## src/pfc_pkg.sv

```systemverilog
package pfc_pkg;

  localparam int FRAC_BITS = 16;
  localparam int CW = FRAC_BITS + 1;
  localparam logic [CW-1:0] ONE = CW'(1) << FRAC_BITS;
  localparam logic [CW-1:0] HALF = CW'(1) << (FRAC_BITS - 1);
  localparam int NLANE = 3;
  localparam int DIV_STEPS = 4;

  localparam logic [3:0] FMT_BGRA8 = 4'd0;
  localparam logic [3:0] FMT_ARGB8 = 4'd1;
  localparam logic [3:0] FMT_RGBA8 = 4'd2;
  localparam logic [3:0] FMT_ABGR8 = 4'd3;
  localparam logic [3:0] FMT_R5G6B5 = 4'd4;
  localparam logic [3:0] FMT_B5G6R5 = 4'd5;
  localparam logic [3:0] FMT_R5G5B5A1 = 4'd6;
  localparam logic [3:0] FMT_A1R5G5B5 = 4'd7;
  localparam logic [3:0] FMT_B5G5R5A1 = 4'd8;
  localparam logic [3:0] FMT_A1B5G5R5 = 4'd9;
  localparam logic [3:0] FMT_A8 = 4'd10;

  localparam logic [1:0] ALPHA_IGNORE = 2'd0;
  localparam logic [1:0] ALPHA_STRAIGHT = 2'd1;
  localparam logic [1:0] ALPHA_PREMUL = 2'd2;

  localparam logic [2:0] CFG_SRC_FORMAT = 3'd0;
  localparam logic [2:0] CFG_SRC_ALPHA = 3'd1;
  localparam logic [2:0] CFG_DST_FORMAT = 3'd2;
  localparam logic [2:0] CFG_DST_ALPHA = 3'd3;

  typedef struct packed {
    logic [4:0] sh_r;
    logic [3:0] w_r;
    logic [4:0] sh_g;
    logic [3:0] w_g;
    logic [4:0] sh_b;
    logic [3:0] w_b;
    logic [4:0] sh_a;
    logic [3:0] w_a;
    logic [2:0] nbytes;
    logic       ok;
  } lay_t;

  typedef struct packed {
    logic                               pass;
    logic [31:0]                        word;
    logic [NLANE-1:0][CW-1:0]           c;
    logic [CW-1:0]                      a;
    logic                               div;
    logic [NLANE-1:0]                   sat;
    logic [NLANE-1:0][FRAC_BITS-1:0]    r;
    logic [NLANE-1:0][FRAC_BITS-1:0]    q;
    logic [FRAC_BITS-1:0]               nb;
  } pfc_data_t;

  function automatic lay_t lay_get(logic [3:0] fmt);
    lay_t l;
    case (fmt)
      FMT_BGRA8:    l = '{5'd16, 4'd8, 5'd8,  4'd8, 5'd0,  4'd8, 5'd24, 4'd8, 3'd4, 1'b1};
      FMT_ARGB8:    l = '{5'd8,  4'd8, 5'd16, 4'd8, 5'd24, 4'd8, 5'd0,  4'd8, 3'd4, 1'b1};
      FMT_RGBA8:    l = '{5'd0,  4'd8, 5'd8,  4'd8, 5'd16, 4'd8, 5'd24, 4'd8, 3'd4, 1'b1};
      FMT_ABGR8:    l = '{5'd24, 4'd8, 5'd16, 4'd8, 5'd8,  4'd8, 5'd0,  4'd8, 3'd4, 1'b1};
      FMT_R5G6B5:   l = '{5'd0,  4'd5, 5'd5,  4'd6, 5'd11, 4'd5, 5'd0,  4'd0, 3'd2, 1'b1};
      FMT_B5G6R5:   l = '{5'd11, 4'd5, 5'd5,  4'd6, 5'd0,  4'd5, 5'd0,  4'd0, 3'd2, 1'b1};
      FMT_R5G5B5A1: l = '{5'd0,  4'd5, 5'd5,  4'd5, 5'd10, 4'd5, 5'd15, 4'd1, 3'd2, 1'b1};
      FMT_A1R5G5B5: l = '{5'd1,  4'd5, 5'd6,  4'd5, 5'd11, 4'd5, 5'd0,  4'd1, 3'd2, 1'b1};
      FMT_B5G5R5A1: l = '{5'd10, 4'd5, 5'd5,  4'd5, 5'd0,  4'd5, 5'd15, 4'd1, 3'd2, 1'b1};
      FMT_A1B5G5R5: l = '{5'd11, 4'd5, 5'd6,  4'd5, 5'd1,  4'd5, 5'd0,  4'd1, 3'd2, 1'b1};
      FMT_A8:       l = '{5'd0,  4'd0, 5'd0,  4'd0, 5'd0,  4'd0, 5'd0,  4'd8, 3'd1, 1'b1};
      default:      l = '0;
    endcase
    return l;
  endfunction

  function automatic logic [31:0] byte_mask(logic [2:0] nbytes);
    logic [31:0] m;
    case (nbytes)
      3'd1:    m = 32'h0000_00FF;
      3'd2:    m = 32'h0000_FFFF;
      3'd4:    m = 32'hFFFF_FFFF;
      default: m = 32'h0;
    endcase
    return m;
  endfunction

  // round(v * ONE / max) for 1, 5, 6 and 8 bit channels
  function automatic logic [CW-1:0] expand(logic [7:0] v, logic [3:0] w, logic [CW-1:0] dflt);
    logic [CW-1:0] e;
    logic [10:0] x6;
    logic [21:0] p6;
    case (w)
      4'd1: e = v[0] ? ONE : '0;
      4'd5: e = CW'(v[4:0]) * CW'(2114)
                + ((v[4:0] >= 5'd24) ? CW'(2) : (v[4:0] >= 5'd8) ? CW'(1) : CW'(0));
      4'd6: begin
        x6 = {1'b0, v[5:0], 4'b0} + 11'd31;
        p6 = 22'(x6) * 22'd1041;
        e = CW'(v[5:0]) * CW'(1040) + CW'(p6[21:16]);
      end
      4'd8: e = CW'(v) * CW'(257) + CW'(v[7]);
      default: e = dflt;
    endcase
    return e;
  endfunction

  // round(c * max / ONE), clamped to max
  function automatic logic [7:0] pack(logic [CW-1:0] c, logic [3:0] w);
    logic [CW+8:0] p;
    logic [7:0] mx;
    logic [8:0] e;
    case (w)
      4'd1:    mx = 8'd1;
      4'd5:    mx = 8'd31;
      4'd6:    mx = 8'd63;
      4'd8:    mx = 8'd255;
      default: mx = 8'd0;
    endcase
    p = (CW+9)'(c) * (CW+9)'(mx) + (CW+9)'(HALF);
    e = 9'(p >> FRAC_BITS);
    return (e > {1'b0, mx}) ? mx : e[7:0];
  endfunction

endpackage

```

## src/pfc_div_stage.sv

```systemverilog
module pfc_div_stage (
  input  pfc_pkg::pfc_data_t d_in,
  output pfc_pkg::pfc_data_t d_out
);

  always_comb begin
    logic [pfc_pkg::FRAC_BITS:0] t;
    logic [pfc_pkg::FRAC_BITS:0] den;
    d_out = d_in;
    den = {1'b0, d_in.a[pfc_pkg::FRAC_BITS-1:0]};
    for (int s = 0; s < pfc_pkg::DIV_STEPS; s++) begin
      for (int i = 0; i < pfc_pkg::NLANE; i++) begin
        t = {d_out.r[i], d_out.nb[pfc_pkg::FRAC_BITS-1]};
        if (t >= den) begin
          d_out.r[i] = t[pfc_pkg::FRAC_BITS-1:0] - den[pfc_pkg::FRAC_BITS-1:0];
          d_out.q[i] = {d_out.q[i][pfc_pkg::FRAC_BITS-2:0], 1'b1};
        end else begin
          d_out.r[i] = t[pfc_pkg::FRAC_BITS-1:0];
          d_out.q[i] = {d_out.q[i][pfc_pkg::FRAC_BITS-2:0], 1'b0};
        end
      end
      d_out.nb = {d_out.nb[pfc_pkg::FRAC_BITS-2:0], 1'b0};
    end
  end

endmodule

```

## config.mk

```make
export PLATFORM = sky130hd
export DESIGN_NAME = pfc_div_stage
export DESIGN_NICKNAME = d
export VERILOG_FILES = /design/src/pfc_pkg.sv /design/src/pfc_div_stage.sv
export SDC_FILE = /design/constraint.sdc
export NUM_CORES = 1
export LEC_CHECK = 0
export BUFFER_PORTS_ARGS = -buffer_cell sky130_fd_sc_hd__buf_2
export CAP_MARGIN = 20
export CELL_PAD_IN_SITES_DETAIL_PLACEMENT = 1
export CELL_PAD_IN_SITES_GLOBAL_PLACEMENT = 1
export CORE_MARGIN = 1.5
export CORE_UTILIZATION = 40
export DETAILED_ROUTE_END_ITERATION = 7
export PLACE_DENSITY_LB_ADDON = 0.1
export SYNTH_ARGS = -nofsm -noshare
export SYNTH_HDL_FRONTEND = slang
export SYNTH_SLANG_ARGS = --single-unit
```

## constraint.sdc

```tcl
create_clock -name vclk -period 22.5
set_input_delay 3.375 -clock vclk [all_inputs]
set_output_delay 3.375 -clock vclk [all_outputs]
set_load 0.01 [all_outputs]
```

==> results.toml, run 1 <==
[outcome]
outcome = "complete, no violations"

[worst_hold_path]
holdPathStages = 0
worstHoldStart = "d_in[7]"
whs_endpoint = "d_out[11]"
hold_path.class = "input port to output port"

[detailed_routing]
via_per_inst = 5.90
antenna_left = 0
routed_wl_um = 41400
initialDrtViolationCount = 448
wl_per_cell_um = 20.9
via_count = 11700
dr.pass1.iters = 5
drc = 0

[flow_run]
cap_violations = 0

[placed_design]
gp_congestion = 0.844
numPortBuffers = 144
placed_cells = 1979
dp_hpwl_um = 34200
dpl_cell_area_um2 = 12200

[finish]
diodes = 0
nClkBuffers = 0
postLayoutCellArea_um2 = 12200
nets = 2004
drive_gt1_share_pct = 20.3
seq_area_um2 = 0
layout_common_cells = "ha_1 (184), buf_2 (144), a21oi_1 (143)"
final_common_cell = "ha_1"
syn_to_final_growth_pct = 0.289
design.seq.count = 0
multi_input_area_um2 = 10500
stdcell_count = 1979
n_fill_cell = 3769

[die]
die-area_um2 = 31400
initial_utilization_pct = 40.8
num_rows = 63
die_w_um = 177
coreArea_um2 = 29700
die_y_um = 177
ios = 434

[sta]
slew_violations = 0
worst_slew_pin_slew_ns = 1.12
post-route-period-util_pct = 83.1
period_needed_ns = 18.70
finalSetupViolCount = 0
max_freq_ghz = 0.0535
finalHoldViolCount = 0
rsz0062_at_grt = "false"
slew_headroom_pct = 24.9
fin_setup_tns_ns = 0

[global_route]
grt_antenna_before_repair = 0
grt_usage_pct = 25.8
gr-total-overflow = 0
grt_pass1_wl_um = 64300
grt_pass1_vias = 11700
grt_max_degree = 27

[power]
peakVddDrop_uv = 218
power_density_nw_per_um2 = 218
p_leak_nw = 5.56
power_w = 0.00265

[logic_synthesis]
syn_avg_cell_area_um2 = 7.54
synth.distinct_cells = 84
netlist_area_um2 = 12100
seq_area_frac_synth_pct = 0
yosys-top-cells-area = "ha_1 (19%), mux2_2 (11%), buf_4 (9.9%)"
syn-instance-count = 1607
synth_top_area_share_pct = 19.0
post-synth-top-area-cell = "ha_1"
ys_warn_count = 0

[cts]
post_cts_resized = 0
postCtsSetupRepairBufs = 0
hold_buffers = 0

[setup_path]
required_ns = 19.12
path_max_fanout = 26
critPathCaptureType = "output port"
startpoint_type = "input port"
arrival_ns = 15.33
criticalPathCategory = "input port to output port"
crit_top_cell = "a21oi_1"
max_stage_delay_ns = 0.83
cpMaxStageDelayCell = "or2_1"
==> Yosys cell counts, drive strengths merged (4+ instances only) <==
master / number
ha: 184
buf: 171
a21oi: 145
mux2: 126
nand2: 100
o21ai: 99
xnor2: 96
nor2: 95
inv: 80
a21o: 52
xor2: 49
nand4: 31
o21a: 29
nand3: 28
nor3: 25
nor2b: 23
mux2i: 20
a31oi: 19
o211ai: 19
a211oi: 17
o21bai: 16
and3: 15
nand2b: 15
fa: 12
or2: 11
clkbuf: 10
o31ai: 10
or3: 10
and2: 8
and4: 8
a2111oi: 7
a211o: 6
o31a: 6
o41ai: 6
nor4: 5
a21boi: 4
o311ai: 4
==> power by group <==
group | switching, W | total [W] | internal, W | leakage, nW
logic | 0.00140 | 0.00265 | 0.00124 | 5.56
registers | 0 | 0 | 0 | 0
clock network | 0 | 0 | 0 | 0
total | 0.00140 | 0.00265 | 0.00124 | 5.56
==> routing by layer <==
| metal | vias up | wire length [µm] | GRT usage [%] |
|---|---|---|---|
| met5 | - | 0 | 0 |
| met4 | 0 | 1390 | 8.16 |
| met3 | 117 | 1370 | 0.966 |
| met2 | 244 | 19400 | 45.2 |
| met1 | 5580 | 19200 | 33.9 |
| li1 | 5743 | - | - |
==> per-stage QoR <==
step                hold slack [ns]  setup slack (ns)  utilization, %
global placement               6.75              4.04            40.9
finish                         6.75              3.80            40.9
global route                   6.75              2.70            40.9
floorplan                      6.84              5.82               -
CTS                            6.75              3.89            40.9
detailed placement             6.75              3.88            40.9
==> logic make-up after synthesis <==
kind of cell	synth area share, %
other cells	0.0309
buf+inv	13.4
mux	13.7
compound gates	25.7
xor+xnor	10.5
simple gates	15.8
fa+ha+maj	21.0
==> critical path, delay by kind of cell <==
kind	cells	cell delay, ns
AND/OR/NAND/NOR	7	1.89
AO/OA/AOI/OAI	24	6.80
multiplexers	2	0.89
buffers and inverters	5	0.97
adder cells (fa/ha/maj)	4	1.30
==> worst max path at each step <==
stage / end / start / depth (start not counted)
5_1_grt: d_out[82] / d_in[120] / 42
6_report: d_out[82] / d_in[120] / 42
3_5_place_dp: d_out[82] / d_in[120] / 42
3_3_place_gp: d_out[82] / d_in[120] / 40
2_1_floorplan: d_out[72] / d_in[117] / 44
4_1_cts: d_out[82] / d_in[120] / 42
==> area by class of cell <==
class	instances	area share, %
multi-input combinational	1348	86.5
timing repair buffer	160	6.92
tap	390	4.01
inverter	81	2.54
Note: power is estimated with default switching activity, not from simulation.
==> inputs of run 2 (changes only) <==
- ABC_AREA: unset -> 1
- CORE_UTILIZATION: 40 -> 33
- clock period: 22.5 -> 16.74 ns (I/O delays scaled with it)
==> results.toml, run 2 <==
[sta]
slew_violations = 0
period_needed_ns = 14.89
worst_slew_pin_slew_ns = 0.728
max_freq_ghz = 0.0671
post-route-period-util_pct = 89.0
slew_headroom_pct = 51.4
fin_setup_tns_ns = 0
finalSetupViolCount = 0
rsz0062_at_grt = "false"
setup_slack_ns = 1.85
finalHoldViolCount = 0

[power]
power_frac_clock_pct = 0
p_int_w = 0.00123
p_leak_nw = 7.32
peakVddDrop_uv = 90.4
switching_power_w = 0.00218
p_seq_share_pct = 0
swShare_pct = 63.9
p_comb_share_pct = 100.0
power_density_nw_per_um2 = 254

[finish]
design.seq.count = 0
nClkBuffers = 0
final_common_cell = "nand2_1"
seq_area_um2 = 0
syn_to_final_growth_pct = 0.797
nets = 2671
drive_gt1_share_pct = 13.9
postLayoutCoreUtil_pct = 33.8
layout_common_cells = "nand2_1 (783), inv_1 (195), ha_1 (184)"
postLayoutCellArea_um2 = 13500
stdcell_count = 2783

[logic_synthesis]
netlist_area_um2 = 13300
yosys-top-cells-area = "nand2_1 (22%), ha_1 (17%), buf_4 (9.3%)"
post-synth-top-area-cell = "nand2_1"
syn-instance-count = 2277
syn_avg_cell_area_um2 = 5.86
synth_common_cells = "nand2_1 (783), inv_1 (195), ha_1 (184), buf_4 (165), a21oi_1 (163)"
synth.distinct_cells = 56
post-synth-top-count-cell = "nand2_1"
ys_warn_count = 0
seq_area_frac_synth_pct = 0
synth_top_area_share_pct = 22.0

[global_route]
grt_max_degree = 28
grt_pass1_vias = 14500
grt_pass1_wl_um = 81800
gr-total-overflow = 0
grt_antenna_before_repair = 3
grt_usage_pct = 25.2

[setup_path]
critPathTopFamily = "simple AND/OR/NAND/NOR gates"
criticalPathCategory = "input port to output port"
critPathCaptureType = "output port"
cpMaxStageDelayCell = "o21ai_0"
crit_top_cell = "nand2_1"
max_stage_delay_ns = 0.49
path_max_fanout = 19
arrival_ns = 12.38
startpoint_type = "input port"
crit_buf_inv = 6
required_ns = 14.23

[detailed_routing]
routed_wl_um = 53500
dr.pass1.iters = 5
via_count = 14400
drc = 0
initialDrtViolationCount = 596
wl_per_cell_um = 19.2
via_per_inst = 5.18
antenna_left = 0

[cts]
postCtsSetupRepairBufs = 0
post_cts_resized = 0
hold_buffers = 0

[die]
initial_utilization_pct = 33.5
die_w_um = 204
coreArea_um2 = 39800
num_rows = 73
die-area_um2 = 41700
ios = 434
die_y_um = 204

[flow_run]
cap_violations = 0

[placed_design]
dp_slack_ns = 1.92
numPortBuffers = 144
dpl_cell_area_um2 = 13400
gp_congestion = 0.884
placed_cells = 2781
dp_hpwl_um = 45500

[outcome]
outcome = "complete, no violations"

[worst_hold_path]
hold_path.class = "input port to output port"
[run 2: worst paths after layout]
path	cells past startpoint	from	end	slack (ns)
worst max-delay path	46	d_in[122]	d_out[98]	1.85
worst min-delay path	0	d_in[6]	d_out[10]	5.02
[run 2: final cells by class]
cell class                      count  area [µm²]
Antenna cell                        2        5.00
Multi-Input combinational cell   1871       11100
Fill cell                        5536       26400
Tap cell                          525         657
Inverter                          226         858
Timing Repair Buffer              159         833
[run 2: layer usage]
metal	up-vias	wire [µm]	GRT usage, %
li1	7257	-	-
met2	353	24200	42.4
met5	-	41	0.595
met4	2	1140	5.12
met1	6729	25400	34.5
met3	87	2740	2.66
[run 2: logic make-up (layout without fill, tap and decap cells)]
logic type	count (synthesis)	in the layout	share of synthesized area [%]
AND/OR/NAND/NOR	1185	1185	40.1
buffers and inverters	409	385	16.9
AO/OA/AOI/OAI	343	343	14.5
adder cells (fa/ha/maj)	196	196	19.1
XOR/XNOR	143	143	9.39
other	1	6	0.0281
[run 2: power groups by stage]
stage	Combinational [W]	Clock, W	Sequential (W)
final	0.00341	0.0000000000160	0
after CTS	0.00343	0	0
after detailed placement	0.00342	0	0
after global placement	0.00337	0	0
after global routing	0.00383	0	0
after floorplan	0.00251	0	0
[run 2: stage by stage]
step / hold slack [ns] / power, W
after floorplan: 5.11 / 0.00251
after global placement: 5.02 / 0.00337
after detailed placement: 5.02 / 0.00342
after CTS: 5.02 / 0.00343
after global routing: 5.02 / 0.00383
final: 5.02 / 0.00341
